===== src/rtl/ifd_pkg.sv =====
// Shared types and constants for the image frame deframer.
// Holds beat structs, status codes and header markers; no dependencies.
`default_nettype none

package ifd_pkg;

    // Header markers
    localparam logic [7:0] MARK_FIRST  = 8'h4D;   // 'M'
    localparam logic [7:0] MARK_SECOND = 8'h4E;   // 'N'

    // Input operation codes
    typedef enum logic {
        OP_RX_BYTE = 1'b0,
        OP_RELEASE = 1'b1
    } op_t;

    // Result status codes
    typedef enum logic [2:0] {
        ST_NONE  = 3'd0,
        ST_PIXEL = 3'd1,
        ST_OK    = 3'd2,
        ST_WERR  = 3'd3,
        ST_HERR  = 3'd4,
        ST_CERR  = 3'd5,
        ST_BUSY  = 3'd6
    } status_t;

    // Register indexes on the APB port
    localparam logic REG_WIDTH  = 1'b0;
    localparam logic REG_HEIGHT = 1'b1;

    localparam logic [7:0] WIDTH_RESET  = 8'd28;
    localparam logic [7:0] HEIGHT_RESET = 8'd28;

    // Wide enough for width*height and for the largest buffer size
    localparam int CMP_W = 17;

    typedef struct packed {
        logic       op;
        logic [7:0] rx_byte;
    } in_beat_t;

    typedef struct packed {
        logic [2:0] status;
        logic [9:0] pixel_addr;
        logic [7:0] pixel_value;
        logic       buffer_select;
        logic [1:0] full_buffers;
    } out_beat_t;

    typedef struct packed {
        logic [7:0] width;
        logic [7:0] height;
    } cfg_t;

endpackage

`default_nettype wire


===== src/rtl/ifd_apb_regs.sv =====
// APB register file for the expected image width and height.
// Depends on ifd_pkg for the register indexes and the config struct.
`default_nettype none

module ifd_apb_regs (
    input  wire logic          clk,
    input  wire logic          rst_n,
    input  wire logic          psel,
    input  wire logic          penable,
    input  wire logic          pwrite,
    input  wire logic [2:0]    paddr,
    input  wire logic [31:0]   pwdata,
    output logic      [31:0]   prdata,
    output logic               pready,
    output ifd_pkg::cfg_t      cfg
);

    logic [7:0] width_reg;
    logic [7:0] height_reg;
    logic       wr_en;
    logic       reg_idx;

    assign pready  = 1'b1;
    assign reg_idx = paddr[2];
    assign wr_en   = psel && penable && pwrite && pready;

    // Register writes on the access phase
    always_ff @(posedge clk or negedge rst_n)
    begin
        if (!rst_n)
        begin
            width_reg  <= ifd_pkg::WIDTH_RESET;
            height_reg <= ifd_pkg::HEIGHT_RESET;
        end
        else if (wr_en)
        begin
            if (reg_idx == ifd_pkg::REG_WIDTH)
                width_reg <= pwdata[7:0];
            else
                height_reg <= pwdata[7:0];
        end
    end

    // Read mux
    always_comb
    begin
        if (reg_idx == ifd_pkg::REG_WIDTH)
            prdata = {24'd0, width_reg};
        else
            prdata = {24'd0, height_reg};
    end

    assign cfg.width  = width_reg;
    assign cfg.height = height_reg;

endmodule

`default_nettype wire


===== src/rtl/ifd_engine.sv =====
// Frame parser state and per-byte result logic of the deframer.
// Depends on ifd_pkg; state advances on each step from the top level.
`default_nettype none

module ifd_engine #(
    parameter int MAX_IMAGE_BYTES = 1024
) (
    input  wire logic               clk,
    input  wire logic               rst_n,
    input  wire logic               step,
    input  wire ifd_pkg::in_beat_t  beat,
    input  wire ifd_pkg::cfg_t      cfg,
    output ifd_pkg::out_beat_t      result
);

    localparam int POS_W = $clog2(MAX_IMAGE_BYTES + 1);
    localparam logic [ifd_pkg::CMP_W-1:0] MAX_BYTES = ifd_pkg::CMP_W'(MAX_IMAGE_BYTES);

    typedef enum logic [5:0] {
        PH_MARK1  = 6'b000001,
        PH_MARK2  = 6'b000010,
        PH_WIDTH  = 6'b000100,
        PH_HEIGHT = 6'b001000,
        PH_DATA   = 6'b010000,
        PH_CHECK  = 6'b100000
    } phase_t;

    phase_t             phase_reg, phase_next;
    logic [POS_W-1:0]   pos_reg, pos_next;
    logic [7:0]         xor_reg, xor_next;
    logic               wbuf_reg, wbuf_next;
    logic [1:0]         fill_reg, fill_next;

    logic [15:0]                img_bytes;
    logic [ifd_pkg::CMP_W-1:0]  img_wide;
    logic [ifd_pkg::CMP_W-1:0]  pos_wide;
    logic [ifd_pkg::CMP_W-1:0]  pos_inc_wide;
    logic [POS_W-1:0]           pos_inc;

    // Image size from the current registers
    assign img_bytes    = 16'(cfg.width) * 16'(cfg.height);
    assign img_wide     = ifd_pkg::CMP_W'(img_bytes);
    assign pos_inc      = pos_reg + POS_W'(1);
    assign pos_wide     = ifd_pkg::CMP_W'(pos_reg);
    assign pos_inc_wide = ifd_pkg::CMP_W'(pos_inc);

    // Per-byte decode and next state
    always_comb
    begin
        phase_next           = phase_reg;
        pos_next             = pos_reg;
        xor_next             = xor_reg;
        wbuf_next            = wbuf_reg;
        fill_next            = fill_reg;
        result.status        = ifd_pkg::ST_NONE;
        result.pixel_addr    = 10'd0;
        result.pixel_value   = 8'd0;
        result.buffer_select = wbuf_reg;

        if (beat.op == ifd_pkg::OP_RELEASE)
        begin
            if (fill_reg != 2'd0)
            begin
                result.buffer_select = (fill_reg == 2'd1) ? ~wbuf_reg : wbuf_reg;
                fill_next            = fill_reg - 2'd1;
            end
        end
        else if (fill_reg >= 2'd2)
        begin
            result.status = ifd_pkg::ST_BUSY;
        end
        else
        begin
            case (phase_reg)
                PH_MARK1:
                begin
                    if (beat.rx_byte == ifd_pkg::MARK_FIRST)
                        phase_next = PH_MARK2;
                end
                PH_MARK2:
                begin
                    phase_next = (beat.rx_byte == ifd_pkg::MARK_SECOND) ? PH_WIDTH : PH_MARK1;
                end
                PH_WIDTH:
                begin
                    if (beat.rx_byte == cfg.width)
                        phase_next = PH_HEIGHT;
                    else
                    begin
                        result.status = ifd_pkg::ST_WERR;
                        phase_next    = PH_MARK1;
                    end
                end
                PH_HEIGHT:
                begin
                    if (beat.rx_byte == cfg.height && img_wide <= MAX_BYTES)
                    begin
                        pos_next   = '0;
                        xor_next   = 8'd0;
                        phase_next = (img_bytes == 16'd0) ? PH_CHECK : PH_DATA;
                    end
                    else
                    begin
                        result.status = ifd_pkg::ST_HERR;
                        phase_next    = PH_MARK1;
                    end
                end
                PH_DATA:
                begin
                    result.status      = ifd_pkg::ST_PIXEL;
                    result.pixel_addr  = pos_wide[9:0];
                    result.pixel_value = beat.rx_byte;
                    xor_next           = xor_reg ^ beat.rx_byte;
                    pos_next           = pos_inc;
                    if (pos_inc_wide >= img_wide || pos_inc_wide >= MAX_BYTES)
                        phase_next = PH_CHECK;
                end
                PH_CHECK:
                begin
                    if (beat.rx_byte == xor_reg)
                    begin
                        result.status = ifd_pkg::ST_OK;
                        fill_next     = fill_reg + 2'd1;
                        wbuf_next     = ~wbuf_reg;
                    end
                    else
                        result.status = ifd_pkg::ST_CERR;
                    phase_next = PH_MARK1;
                end
                default:
                begin
                    phase_next = PH_MARK1;
                end
            endcase
        end

        result.full_buffers = fill_next;
    end

    // Parser state
    always_ff @(posedge clk or negedge rst_n)
    begin
        if (!rst_n)
        begin
            phase_reg <= PH_MARK1;
            pos_reg   <= '0;
            xor_reg   <= 8'd0;
            wbuf_reg  <= 1'b0;
            fill_reg  <= 2'd0;
        end
        else if (step)
        begin
            phase_reg <= phase_next;
            pos_reg   <= pos_next;
            xor_reg   <= xor_next;
            wbuf_reg  <= wbuf_next;
            fill_reg  <= fill_next;
        end
    end

endmodule

`default_nettype wire


===== src/rtl/image_frame_deframer.sv =====
// Image frame deframer: gives one result beat for each byte or release beat it takes,
// passing through the input register and then the result register. Throughput is one
// beat per clock while the result channel is not stalled. The only per-byte loop is the
// parser state update, through an 8x8 size multiply and a compare. A full
// result register does not block intake while the input register is free. Frames are
// 'M','N', width, height, width*height payload bytes and an XOR checksum byte.
// Depends on ifd_pkg, ifd_apb_regs and ifd_engine.
`default_nettype none

module image_frame_deframer #(
    parameter int MAX_IMAGE_BYTES = 1024
) (
    input  wire logic          clk,
    input  wire logic          rst_n,
    // configuration
    input  wire logic          psel,
    input  wire logic          penable,
    input  wire logic          pwrite,
    input  wire logic [2:0]    paddr,
    input  wire logic [31:0]   pwdata,
    output logic      [31:0]   prdata,
    output logic               pready,
    // byte channel
    input  wire logic          byte_valid,
    output logic               byte_stall,
    input  wire ifd_pkg::in_beat_t byte_beat,
    // result channel
    output logic               result_valid,
    input  wire logic          result_stall,
    output ifd_pkg::out_beat_t result_beat
);

    ifd_pkg::cfg_t      cfg;
    ifd_pkg::in_beat_t  in_beat_reg;
    logic               in_vld_reg, in_vld_next;
    ifd_pkg::out_beat_t out_beat_reg;
    logic               out_vld_reg, out_vld_next;
    ifd_pkg::out_beat_t eng_result;
    logic               advance;
    logic               take;

    ifd_apb_regs u_regs (
        .clk     (clk),
        .rst_n   (rst_n),
        .psel    (psel),
        .penable (penable),
        .pwrite  (pwrite),
        .paddr   (paddr),
        .pwdata  (pwdata),
        .prdata  (prdata),
        .pready  (pready),
        .cfg     (cfg)
    );

    ifd_engine #(
        .MAX_IMAGE_BYTES (MAX_IMAGE_BYTES)
    ) u_engine (
        .clk    (clk),
        .rst_n  (rst_n),
        .step   (advance),
        .beat   (in_beat_reg),
        .cfg    (cfg),
        .result (eng_result)
    );

    // Handshake: move a beat on when the result register is free or draining
    assign advance    = in_vld_reg && (!out_vld_reg || !result_stall);
    assign byte_stall = in_vld_reg && !advance;
    assign take       = byte_valid && !byte_stall;

    assign in_vld_next  = take ? 1'b1 : (advance ? 1'b0 : in_vld_reg);
    assign out_vld_next = advance ? 1'b1 : (result_stall ? out_vld_reg : 1'b0);

    // Valid flags
    always_ff @(posedge clk or negedge rst_n)
    begin
        if (!rst_n)
        begin
            in_vld_reg  <= 1'b0;
            out_vld_reg <= 1'b0;
        end
        else
        begin
            in_vld_reg  <= in_vld_next;
            out_vld_reg <= out_vld_next;
        end
    end

    // Payload registers
    always_ff @(posedge clk)
    begin
        if (take)
            in_beat_reg <= byte_beat;
        if (advance)
            out_beat_reg <= eng_result;
    end

    assign result_valid = out_vld_reg;
    assign result_beat  = out_beat_reg;

endmodule

`default_nettype wire

===== config.mk =====
export PLATFORM = sky130hd
export DESIGN_NAME = image_frame_deframer
export DESIGN_NICKNAME = d
export VERILOG_FILES = /design/src/rtl/ifd_pkg.sv /design/src/rtl/ifd_apb_regs.sv /design/src/rtl/ifd_engine.sv /design/src/rtl/image_frame_deframer.sv
export SDC_FILE = /design/constraint.sdc
export NUM_CORES = 1
export LEC_CHECK = 0
export ABC_AREA = 1
export BUFFER_PORTS_ARGS = -buffer_cell sky130_fd_sc_hd__buf_2
export CAP_MARGIN = 30
export CORE_UTILIZATION = 55
export DETAILED_ROUTE_END_ITERATION = 10
export PLACE_DENSITY = 0.82
export SLEW_MARGIN = 10
export SYNTH_ARGS = -nofsm -noshare
export SYNTH_HDL_FRONTEND = slang
export SYNTH_HIERARCHICAL = 1
export SYNTH_SLANG_ARGS = --single-unit

===== constraint.sdc =====
create_clock -name clk -period 5.8 [get_ports clk]
set_input_delay 0.29 -clock clk [delete_from_list [all_inputs] [get_ports clk]]
set_output_delay 0.29 -clock clk [all_outputs]
set_load 0.05 [all_outputs]

Word-level counts from Yosys, hierarchy flattened
Cells that the tools add are included.

Register bits: 79. Bits in latches: 0. RAM bits: 0. Memory bits (read-only): 0. Input port bits: 51. Output and inout port bits: 59. Logic and storage cells: 99. Memories kept: 0.

$add $sub $neg: 3. $mul: 1. Div/mod/pow operators: 0. Magnitude comparators: 4. Equal/unequal tests: 16. Shifts and indexed selects: 0. Muxes and demuxes: 29. Bitwise operators: 6. Reductions and logical operators: 23.

Operators by type and width (count): $pmux 6 s5 (1); $eq 8x8->1 (3); $mux 6 (4); $pmux 11 s2 (1); $eq 8x7->1 const B (2); $ge 11x16->1 (1); $le 16x11->1 const B (1); $logic_not 16->1 (1); $mul 8x8->16 (1); $mux 8 (2); $pmux 8 s2 (1); $reduce_and 5->1 (3); $mux 2 (6); $mux 3 (4); $pmux 3 s4 (1); $add 11x1->11 const B (1); $ge 11x11->1 const B (1); $mux 11 (1); $ne 2x1->1 const B (4); $xor 8x8->8 (1); $mux 1 (7); $eq 6x1->1 const B (1); $eq 6x2->1 const B (1); $eq 6x3->1 const B (1); 16 further kinds (32).

Logic depth before layout (Yosys ltp)
Gate-level depths: netlist (run 1).

Word-level depth: 8. Depth in mapped cells: 33. Mapped depth without buffers: 32.

Cells and area by module
The synthesis (run 1) kept the hierarchy.

By module, submodules not included: ifd_engine (times used 1, cells each 737, area each 4878.4 sq um, sequential area each 701.9 sq um); image_frame_deframer (times used 1, cells each 45, area each 1086.0 sq um, sequential area each 1041.0 sq um); ifd_apb_regs (times used 1, cells each 125, area each 957.2 sq um, sequential area each 407.9 sq um).

Least setup slack after synthesis (run 1)
Ideal clock, no wire load.

Path type: register to register. Start: register u_regs.height_reg[4]. End: register u_engine.phase_reg[5]. Library setup time: 0.116 ns. Arrival time: 4.735 ns. Required time: 5.684 ns. Slack: 0.948 ns. Stages on the path, launching flop included: 34. Path buffers: 1. Period minus slack after synthesis: 4.852 ns. Cell sequence: dfstp_2 > clkbuf_1 > nand2_1 > fa_1 > inv_1 > fa_1 > inv_1 > fa_1 > fa_1 > inv_1 > ha_1 > nand2_1 > nand2_1 > inv_1 > nand2_2 > nand2_1 > nand2_1 > ha_1 > nand2_1 > inv_1 > nand3_1 > nor2_1 > nor2_1 > nand3_1 > nand2_1 > nand2_1 > nand2_1 > nand2_1 > nand3_1 > nand2_1 > nand2_2 > inv_1 > nand2_1 > nand2_1.

Word-level cells in the longest chain between the ends: 5. Elaborated cells on any way between the ends: 12. Those cells by class: mul: 1; order compare: 2; eq/ne: 2; mux: 3; reduce/logical: 4.

Ends and longest elaborated chain: start: declaration (RTL line ifd_apb_regs.sv:19) `logic [7:0] height_reg;`; start signal: assignment (RTL line ifd_apb_regs.sv:33) `height_reg <= ifd_pkg::HEIGHT_RESET;`; start signal: assignment (RTL line ifd_apb_regs.sv:40) `height_reg <= pwdata[7:0];`; $mul 8x8->16 (RTL line ifd_engine.sv:41) `assign img_bytes = 16'(cfg.width) * 16'(cfg.height);`; $le 16x11->1 (tied with other cells) (RTL line ifd_engine.sv:96) `if (beat.rx_byte == cfg.height && img_wide <= MAX_BYTES)`; $logic_and 1x1->1 (tied with other cells) (RTL line ifd_engine.sv:96); $mux 6 / $ne 2x1->1 (equally long branches); $pmux 6 s5 / $reduce_and 5->1 (equally long branches); end signal: assignment (RTL line ifd_engine.sv:153) `phase_reg <= phase_next;`; end: declaration (RTL line ifd_engine.sv:28) `phase_t phase_reg, phase_next;`.

Parallel ways exist; a longest one is shown, timed or not. A chain may end at the register's enable or synchronous reset.

Final worst setup path (run 1)
Ends and elaborated chain as after synthesis.

==> results of run 1 <==
## stage by stage
step | hold WS, ns | util, % | instances | power, mW
final | 0.1203 | 61.87 | 1121 | 2.610
after global routing | 0.1135 | 61.87 | 1121 | 2.852
after CTS | 0.1184 | 61.87 | 1121 | 2.621
after detailed placement | 0.2046 | 59.41 | 1104 | 2.052
after global placement | 0.4683 | 59.25 | 1103 | 2.020
after floorplan | -0.005591 | - | 930 | 1.799
## power by group
part	internal (mW)	switching [mW]	total, mW
logic	0.461	0.845	1.31
registers	0.645	0.104	0.749
clock network	0.333	0.223	0.556
## critical path: cells and delay by family (launching register included)
family	cells	cell delay [ns]
adders and majority gates	6	2.58
DFF	1	0.70
buffers and inverters	6	0.37
and+or+nand+nor	20	1.55
## layout make-up
| cell class | count | share of cell area (%) |
|---|---|---|
| Clock buffer | 11 | 3.093 |
| Sequential cell | 79 | 28.58 |
| Multi-Input combinational cell | 609 | 50.95 |
| Clock inverter | 5 | 0.7483 |
| Tap cell | 168 | 2.793 |
| Inverter | 186 | 9.278 |
| Timing Repair Buffer | 63 | 4.556 |
## routing by layer
layer,routed length [um],track usage (%)
met5,0,0
met1,6102,28.41
met4,190,9.264
met3,733,4.341
met2,6998,41.09
## synth_stat cells, drive strengths merged
cell type	instances
a21oi	10
inv	185
nor4	5
and2	1
clkbuf	23
o21a	1
nand3b	2
o21bai	1
xor2	16
buf	33
dfrtp	39
or2	4
a311oi	1
xnor2	18
nand2	280
edfxtp	33
fa	36
nand3	54
clkinv	1
o211ai	1
nand4	15
o21ai	26
ha	52
conb	2
dfstp	7
nor2	38
a31oi	2
nor3	20
and3	1
## kinds of logic after synthesis
group	share of synthesized area [%]
XOR/XNOR	4.411
flip-flops	31.07
AND/OR/NAND/NOR	26.19
AO/OA/AOI/OAI	3.561
other	0.1085
adder cells (fa/ha/maj)	19.81
buffers and inverters	14.84
## layout by cell type (no fill, tap or decap), drive strengths merged, types with 16 or more instances in the layout
cell    netlist  layout
nand2       280     280
inv         185     186
buf          33      62
nand3        54      54
ha           52      52
dfrtp        39      39
nor2         38      38
fa           36      36
edfxtp       33      33
o21ai        26      26
conb          2      25
nor3         20      20
xnor2        18      18
xor2         16      16
## how the worst max path moves through the flow
stage,start,endpoint,slack (ns),depth (start not counted)
after floorplan,u_regs/height_reg[4],u_engine/phase_reg[5],0.95,33
after global placement,u_regs/height_reg[4],u_engine/phase_reg[5],0.65,32
after detailed placement,u_regs/height_reg[4],u_engine/phase_reg[5],0.57,32
after CTS,u_regs/height_reg[4],u_engine/phase_reg[5],0.54,32
after global routing,u_regs/height_reg[3],u_engine/phase_reg[5],0.007,32
final,u_regs/height_reg[4],u_engine/phase_reg[5],0.51,32
==> results.sh, run 1 <==
export IMPL_n_antenna_cell=0
export IMPL_clock_tree_buffer_depth=2
export IMPL_start_kind="register"
export IMPL_root_buffer="clkbuf_16"
export IMPL_ios=110
export IMPL_holdBufCountCts=1
export IMPL_nFillCells=1061
export IMPL_drive_gt1_share_pct=11.65
export IMPL_routabilityCongestion=0.8352
export IMPL_critPathKind="reg -> reg"
export IMPL_cts_setup_buffers=0
export IMPL_largest_reg_flops=24
export IMPL_fin_nets=1087
export IMPL_hp_start="byte_beat[3]"
export IMPL_arrival_ns=5.53
export IMPL_r2r_setup_slack_ns=0.51
export IMPL_worstHoldEndpoint="in_beat_reg[3]"
export IMPL_die_area_um2=13040
export IMPL_final_max_slew_viol_count=0
export IMPL_setup_viol=0
export IMPL_finClkSkew_ns=0.008142
export IMPL_run_status="completed"
export IMPL_dp_hpwl_mm=10.18
export IMPL_cp_max_fo=11
export IMPL_grt_pass1_wl_mm=24.25
export IMPL_fmax_ghz=0.1891
export IMPL_postPlaceCellArea_um2=7226
export IMPL_rr_endpoint="u_engine/phase_reg[5]"
export IMPL_cts_tree="yes"
export IMPL_clkTransAtPathRegs_ns=0.06
export IMPL_first_pass_iters=5
export IMPL_start_util_pct=56.91
export IMPL_required_ns=6.04
export IMPL_syn_cell_area_um2=6922
export IMPL_hold_depth=1
export IMPL_tightest_slew_ns=0.5578
export IMPL_rsz0062_at_grt="false"
export IMPL_die_h_um=114.2
export IMPL_die_w_um=114.2
export IMPL_min_period_over_period_pct=91.19
export IMPL_ant_nets=0
export IMPL_grt_antenna_before_repair=0
export IMPL_ys_seq_area_share_pct=31.07
export IMPL_rows=40
export IMPL_globalRoute_totalOverflow=0
export IMPL_r2r_start="u_regs/height_reg[4]"
export IMPL_dr_first_iter_drc_count=383
export IMPL_max_vdd_ir_drop_mv=0.2005
export IMPL_cts_buffers_inserted=9
export IMPL_design_area_um2=7525
export IMPL_total_leakage_power_nw=4.209
export IMPL_max_cap_viol_count=0
export IMPL_synth_seq_cells=79
export IMPL_fin_ws_ns=0.5112
export IMPL_grt_max_degree=35
export IMPL_hold_viol_final=0
export IMPL_regArea_um2=2151
export IMPL_routed_wl_mm=14.02
export IMPL_synthTopCellsByArea="nand2_1 15%, edfxtp_1 14%, dfrtp_1 14%"
export IMPL_drcViolationCount=0
export IMPL_yosysTopAreaCell="nand2_1"
export IMPL_finalCriticalPeriod_ns=5.289
export IMPL_core_area_um2=12160
export IMPL_endpoint_kind="register"
export IMPL_pre_cts_ws_ns=0.5699
export IMPL_max_stage_delay_ns=0.70
export IMPL_vias_per_cell=4.987
export IMPL_critPathSlowestCell="dfstp_2"
export IMPL_yosysTopAreaCellShare_pct=14.91
export IMPL_multi_input_comb_area_um2=3834
export IMPL_crit_top_cell="nand2_1"
export IMPL_synthCells=907
export IMPL_synth_warnings=6
export IMPL_slew_limit_headroom_pct=62.47
export IMPL_ctsResizeCount=0
export IMPL_num_vias=5590
export IMPL_clock_sinks=79
export IMPL_reg2reg_depth=32
export IMPL_avgSynthCellArea_um2=7.631
export IMPL_fin_tns_setup_ns=0
export IMPL_ys_types=42
export IMPL_grtUsageTotal_pct=23.40
export IMPL_syn2layout_area_growth_pct=8.713
export IMPL_hold_class="in -> reg"
export IMPL_routedWlPerCell_um=12.51
export IMPL_grt_pass1_vias=5514
export IMPL_power_density_nw_per_um2=346.9
export IMPL_htree_levels=3
export IMPL_worstSkewPairLatency_ns=0.35
export IMPL_place_port_buffers=58
(Power assumes the default switching activity.)
==> run 2, diff against run 1 <==
--- a/config.mk
+++ b/config.mk
@@ -10,6 +10,7 @@
 export CAP_MARGIN = 30
 export CORE_UTILIZATION = 55
 export DETAILED_ROUTE_END_ITERATION = 10
+export HOLD_SLACK_MARGIN = 0.15
 export PLACE_DENSITY = 0.82
 export SLEW_MARGIN = 10
 export SYNTH_ARGS = -nofsm -noshare
==> results.sh, run 2 (same netlist as run 1, synthesis figures left out) <==
export IMPL_hold_viol_final=0
export IMPL_worstSkewPairLatency_ns=0.34
export IMPL_tightest_slew_ns=0.5534
export IMPL_clock_tree_buffer_depth=2
export IMPL_die_area_um2=13040
export IMPL_routabilityCongestion=0.8352
export IMPL_run_status="completed"
export IMPL_clkTransAtPathRegs_ns=0.06
export IMPL_syn2layout_area_growth_pct=10.21
export IMPL_htree_levels=3
export IMPL_cts_buffers_inserted=9
export IMPL_final_common_cell="nand2_1"
export IMPL_dr_first_iter_drc_count=365
export IMPL_grt_antenna_before_repair=0
export IMPL_whs_ns=0.1728
export IMPL_clock_sinks=79
export IMPL_required_ns=6.04
export IMPL_setup_viol=0
export IMPL_grt_max_degree=35
export IMPL_cts_tree="yes"
export IMPL_grt_pass1_wl_mm=24.86
export IMPL_first_pass_iters=5
export IMPL_largest_reg_flops=24
export IMPL_final_cells=1131
export IMPL_start_util_pct=56.91
export IMPL_finClkSkew_ns=0.006203
export IMPL_fin_tns_setup_ns=0
export IMPL_routedWlPerCell_um=12.89
export IMPL_rows=40
export IMPL_start_kind="register"
export IMPL_core_area_um2=12160
export IMPL_vias_per_cell=5.049
export IMPL_drcViolationCount=0
export IMPL_n_antenna_cell=0
export IMPL_fmax_ghz=0.1876
export IMPL_arrival_ns=5.57
export IMPL_place_port_buffers=58
export IMPL_slew_limit_headroom_pct=62.77
export IMPL_endpoint_kind="register"
export IMPL_hold_class="in -> reg"
export IMPL_multi_input_comb_area_um2=3834
export IMPL_critPathSlowestCell="dfstp_2"
export IMPL_die_w_um=114.2
export IMPL_fin_nets=1097
export IMPL_grt_pass1_vias=5552
export IMPL_root_buffer="clkbuf_16"
export IMPL_die_h_um=114.2
export IMPL_pre_cts_ws_ns=0.5699
export IMPL_power_density_nw_per_um2=344.5
export IMPL_regArea_um2=2155
export IMPL_finalCriticalPeriod_ns=5.330
export IMPL_routed_wl_mm=14.58
export IMPL_nFillCells=1040
export IMPL_min_period_over_period_pct=91.89
export IMPL_max_vdd_ir_drop_mv=0.2014
export IMPL_crit_top_cell="nand2_1"
export IMPL_max_stage_delay_ns=0.70
export IMPL_ios=110
export IMPL_total_leakage_power_nw=4.251
export IMPL_globalRoute_totalOverflow=0
export IMPL_fin_ws_ns=0.4703
export IMPL_grtUsageTotal_pct=24.02
export IMPL_max_cap_viol_count=0
export IMPL_final_cell_mix="275 x nand2_1, 183 x inv_1, 58 x buf_2, 52 x ha_1, 50 x nand3_1"
export IMPL_dp_hpwl_mm=10.18
export IMPL_ant_nets=0
export IMPL_critPathKind="reg -> reg"
export IMPL_drive_gt1_share_pct=11.53
export IMPL_cts_setup_buffers=0
export IMPL_cp_max_fo=11
export IMPL_dp_cells=1104
export IMPL_rsz0062_at_grt="false"
export IMPL_final_max_slew_viol_count=0
export IMPL_num_vias=5710
==> run 2: changes by cell type in the layout (fill, tap and decap cells not counted), sizes merged <==
cell	previous run	this run
dlygate4sd3	1	11
==> run 2: timing repair <==
item	CTS	global route
endpoints found under the setup margin	0	2
hold endpoints to repair	22	0
hold buffers	11	0
resized for setup	0	1
==> run 2: critical path: cells and delay by family (launching register included) <==
family	cells	cell delay, ns
buffers and inverters	6	0.44
adder cells (fa/ha/maj)	6	2.51
flip-flops	1	0.70
AND/OR/NAND/NOR	20	1.57
==> run 2: path summary, 6_finish.rpt <==
| kind | startpoint | endpoint | slack [ns] | depth (start not counted) |
|---|---|---|---|---|
| max | u_regs/height_reg[4] | u_engine/phase_reg[5] | 0.47 | 32 |
| min | pwdata[3] | u_regs/height_reg[3] | 0.17 | 3 |
| max reg2reg | u_regs/height_reg[4] | u_engine/phase_reg[5] | 0.47 | 32 |
| min reg2reg | u_engine/wbuf_reg | u_engine/wbuf_reg | 0.50 | 1 |
| max in group asynchronous | rst_n | u_regs/height_reg[4] | 4.86 | 3 |
| min in group asynchronous | rst_n | u_engine/wbuf_reg | 0.38 | 2 |
==> run 2: area by class of cell <==
class                      instances  share of cell area (%)
clock inverter                     5                  0.7381
clock buffer                      11                   3.051
tap                              168                   2.755
multi-input combinational        609                   50.25
inverter                         186                   9.152
sequential                        79                   28.24
timing repair buffer              73                   5.806
==> run 2: power breakdown <==
| group | switching (mW) | internal, mW | leakage (nW) | total, mW |
|---|---|---|---|---|
| sequential | 0.105 | 0.645 | 0.917 | 0.750 |
| clock | 0.224 | 0.333 | 0.140 | 0.557 |
| combinational | 0.854 | 0.467 | 3.19 | 1.32 |
==> run 2: metrics by stage <==
stage                     util [%]  instance area [um^2]  power (mW)
after global routing         62.73                  7629       2.861
after global placement       59.25                  7206       2.020
after floorplan                  -                  7008       1.799
after CTS                    62.70                  7625       2.627
after detailed placement     59.41                  7226       2.052
final                        62.73                  7629       2.628
==> run 2: metal layers <==
metal | global-route usage, % | part of all wire (%) | vias to the layer above
met5 | 0 | 0 | -
met4 | 9.957 | 2.4 | 0
met3 | 3.970 | 5.5 | 31
met2 | 42.18 | 50 | 192
met1 | 29.32 | 42 | 2669
li1 | - | - | 2818
==> run 3, diff against run 2 <==
--- a/config.mk
+++ b/config.mk
@@ -6,12 +6,14 @@
 export NUM_CORES = 1
 export LEC_CHECK = 0
 export ABC_AREA = 1
-export BUFFER_PORTS_ARGS = -buffer_cell sky130_fd_sc_hd__buf_2
+export BUFFER_PORTS_ARGS = -buffer_cell sky130_fd_sc_hd__buf_4
 export CAP_MARGIN = 30
-export CORE_UTILIZATION = 55
+export CELL_PAD_IN_SITES_DETAIL_PLACEMENT = 1
+export CELL_PAD_IN_SITES_GLOBAL_PLACEMENT = 1
+export CORE_UTILIZATION = 43
 export DETAILED_ROUTE_END_ITERATION = 10
 export HOLD_SLACK_MARGIN = 0.15
-export PLACE_DENSITY = 0.82
+export PLACE_DENSITY = 0.86
 export SLEW_MARGIN = 10
 export SYNTH_ARGS = -nofsm -noshare
 export SYNTH_HDL_FRONTEND = slang
==> results.sh, run 3 (same netlist as run 1, synthesis figures left out) <==
export IMPL_run_status="completed"
export IMPL_root_buffer="clkbuf_16"
export IMPL_grt_pass1_vias=6507
export IMPL_max_stage_delay_ns=0.68
export IMPL_die_h_um=128.9
export IMPL_start_kind="register"
export IMPL_critPathKind="reg -> reg"
export IMPL_num_vias=5886
export IMPL_first_pass_iters=4
export IMPL_final_cell_mix="275 x nand2_1, 183 x inv_1, 64 x buf_4, 52 x ha_1, 50 x nand3_1"
export IMPL_grt_max_degree=47
export IMPL_globalRoute_totalOverflow=0
export IMPL_crit_top_cell="nand2_1"
export IMPL_clock_tree_buffer_depth=2
export IMPL_cp_max_fo=20
export IMPL_ant_nets=0
export IMPL_dr_first_iter_drc_count=275
export IMPL_arrival_ns=5.62
export IMPL_total_leakage_power_nw=4.297
export IMPL_die_area_um2=16610
export IMPL_r2r_start="u_regs/width_reg[2]"
export IMPL_path_delay_family="adder cells"
export IMPL_power_density_nw_per_um2=345.2
export IMPL_grt_antenna_before_repair=0
export IMPL_reg2reg_depth=21
export IMPL_cp_buffers_inverters=2
export IMPL_die_w_um=128.9
export IMPL_fin_nets=1100
export IMPL_grt_pass1_wl_mm=31.65
export IMPL_worstSkewPairLatency_ns=0.36
export IMPL_finClkSkew_ns=0.01137
export IMPL_grtUsageTotal_pct=24.88
export IMPL_endpoint="u_engine/xor_reg[2]"
export IMPL_vias_per_cell=4.980
export IMPL_start_util_pct=43.89
export IMPL_htree_levels=3
export IMPL_min_period_over_period_pct=93.15
export IMPL_fin_tns_setup_ns=0
export IMPL_n_antenna_cell=0
export IMPL_max_cap_viol_count=0
export IMPL_clkTransAtPathRegs_ns=0.06
export IMPL_final_max_slew_viol_count=0
export IMPL_clock_sinks=79
export IMPL_ios=110
export IMPL_critPathSlowestCell="dfstp_2"
export IMPL_multi_input_comb_area_um2=3839
export IMPL_setup_viol=0
export IMPL_largest_reg_flops=24
export IMPL_nFillCells=2002
export IMPL_required_ns=6.02
export IMPL_routedWlPerCell_um=16.25
export IMPL_hold_class="in -> reg"
export IMPL_drcViolationCount=0
export IMPL_routed_wl_mm=19.21
export IMPL_hold_viol_final=0
export IMPL_max_vdd_ir_drop_mv=0.1658
export IMPL_core_area_um2=15770
export IMPL_rows=46
export IMPL_rr_endpoint="u_engine/xor_reg[2]"
export IMPL_cts_tree="yes"
export IMPL_regArea_um2=2162
export IMPL_whs_ns=0.1658
export IMPL_dp_hpwl_mm=13.55
export IMPL_endpoint_kind="register"
export IMPL_routabilityCongestion=0.7793
export IMPL_cts_buffers_inserted=9
export IMPL_fmax_ghz=0.1851
export IMPL_pre_cts_ws_ns=0.3932
export IMPL_place_port_buffers=58
export IMPL_finalCriticalPeriod_ns=5.403
export IMPL_tightest_slew_ns=0.6439
export IMPL_slew_limit_headroom_pct=57.07
export IMPL_r2r_setup_slack_ns=0.40
export IMPL_finalPower_mw=2.710
export IMPL_syn2layout_area_growth_pct=13.45
export IMPL_path_cells="nand2_1 -> fa_1 -> fa_1 -> fa_1 -> inv_1 -> fa_1 -> ha_1 -> nand2_2 -> inv_1 -> a21oi_1 -> nand2_1 -> nand2_1 -> nand2_1 -> nor2_1 -> nand2_1 -> nand2_1 -> nand3_2 -> nand2_4 -> nand3_2 -> nand2_1 -> o21ai_0"
export IMPL_rsz0062_at_grt="false"
export IMPL_worstSetupStartpoint="u_regs/width_reg[2]"
export IMPL_fin_ws_ns=0.3971
export IMPL_drive_gt1_share_pct=12.01
export IMPL_cp_depth=21
export IMPL_final_common_cell="nand2_1"
## run 3: cell types whose count changed in the layout (fill, tap and decap cells not counted), sizes merged
cell      change
bufinv        -1
inv           +1
buf           +3
clkinvlp      +2
clkbuf        -2
## run 3: routing by layer
layer  global-route usage, %  routed length, um
met1                   27.06               7745
met2                   46.33              10110
met5                       0                  0
met4                   12.53                722
met3                   4.324                627
## run 3: worst reg2reg max path, cell delays in order (launching register included)
cell and delay (ns):
dfstp_2 0.68, nand2_1 0.13, fa_1 0.54, fa_1 0.52
fa_1 0.55, inv_1 0.06, fa_1 0.48, ha_1 0.38
nand2_2 0.12, inv_1 0.05, a21oi_1 0.19, nand2_1 0.08
nand2_1 0.06, nand2_1 0.09, nor2_1 0.13, nand2_1 0.12
nand2_1 0.10, nand3_2 0.13, nand2_4 0.13, nand3_2 0.39
nand2_1 0.21, o21ai_0 0.12
## run 3: area by class of cell
| type | count | share of cell area, % |
|---|---|---|
| repair buffers | 76 | 7.664 |
| inverters | 186 | 8.891 |
| clock buffers | 9 | 2.868 |
| clock inverters | 7 | 0.7170 |
| multi-input cells | 609 | 48.88 |
| flip-flops and latches | 79 | 27.53 |
| well taps | 216 | 3.442 |
## run 3: worst min path at each step
stage	cells past startpoint	slack, ns	end	startpoint
after CTS	3	0.17	result_valid	result_stall
final	3	0.17	result_valid	result_stall
after detailed placement	1	0.35	u_engine/fill_reg[0]	rst_n
after global routing	3	0.17	u_regs/width_reg[4]	pwdata[4]
after floorplan	0	-0.006	in_vld_reg	rst_n
after global placement	1	0.35	u_engine/fill_reg[0]	rst_n
## run 3: per-stage QoR
stage,utilization (%),instances,area (um^2)
2_1_floorplan,-,930,7008
3_3_place_gp,46.95,1150,7403
3_5_place_dp,46.95,1150,7403
4_1_cts,49.43,1177,7795
5_1_grt,49.79,1182,7853
6_report,49.79,1182,7853
## run 3: power by group
part           total (mW)  switching [mW]  internal [mW]
combinational        1.41           0.911          0.496
sequential          0.755           0.108          0.647
clock               0.548           0.254          0.294
total                2.71            1.27           1.44
## run 3: repair_timing
action                                 in CTS  in global routing
setup endpoints to repair                   0                  3
buffers inserted                            0                  4
endpoints found under the hold margin      49                  0
hold buffers                               11                  0
resized for setup                           0                  4
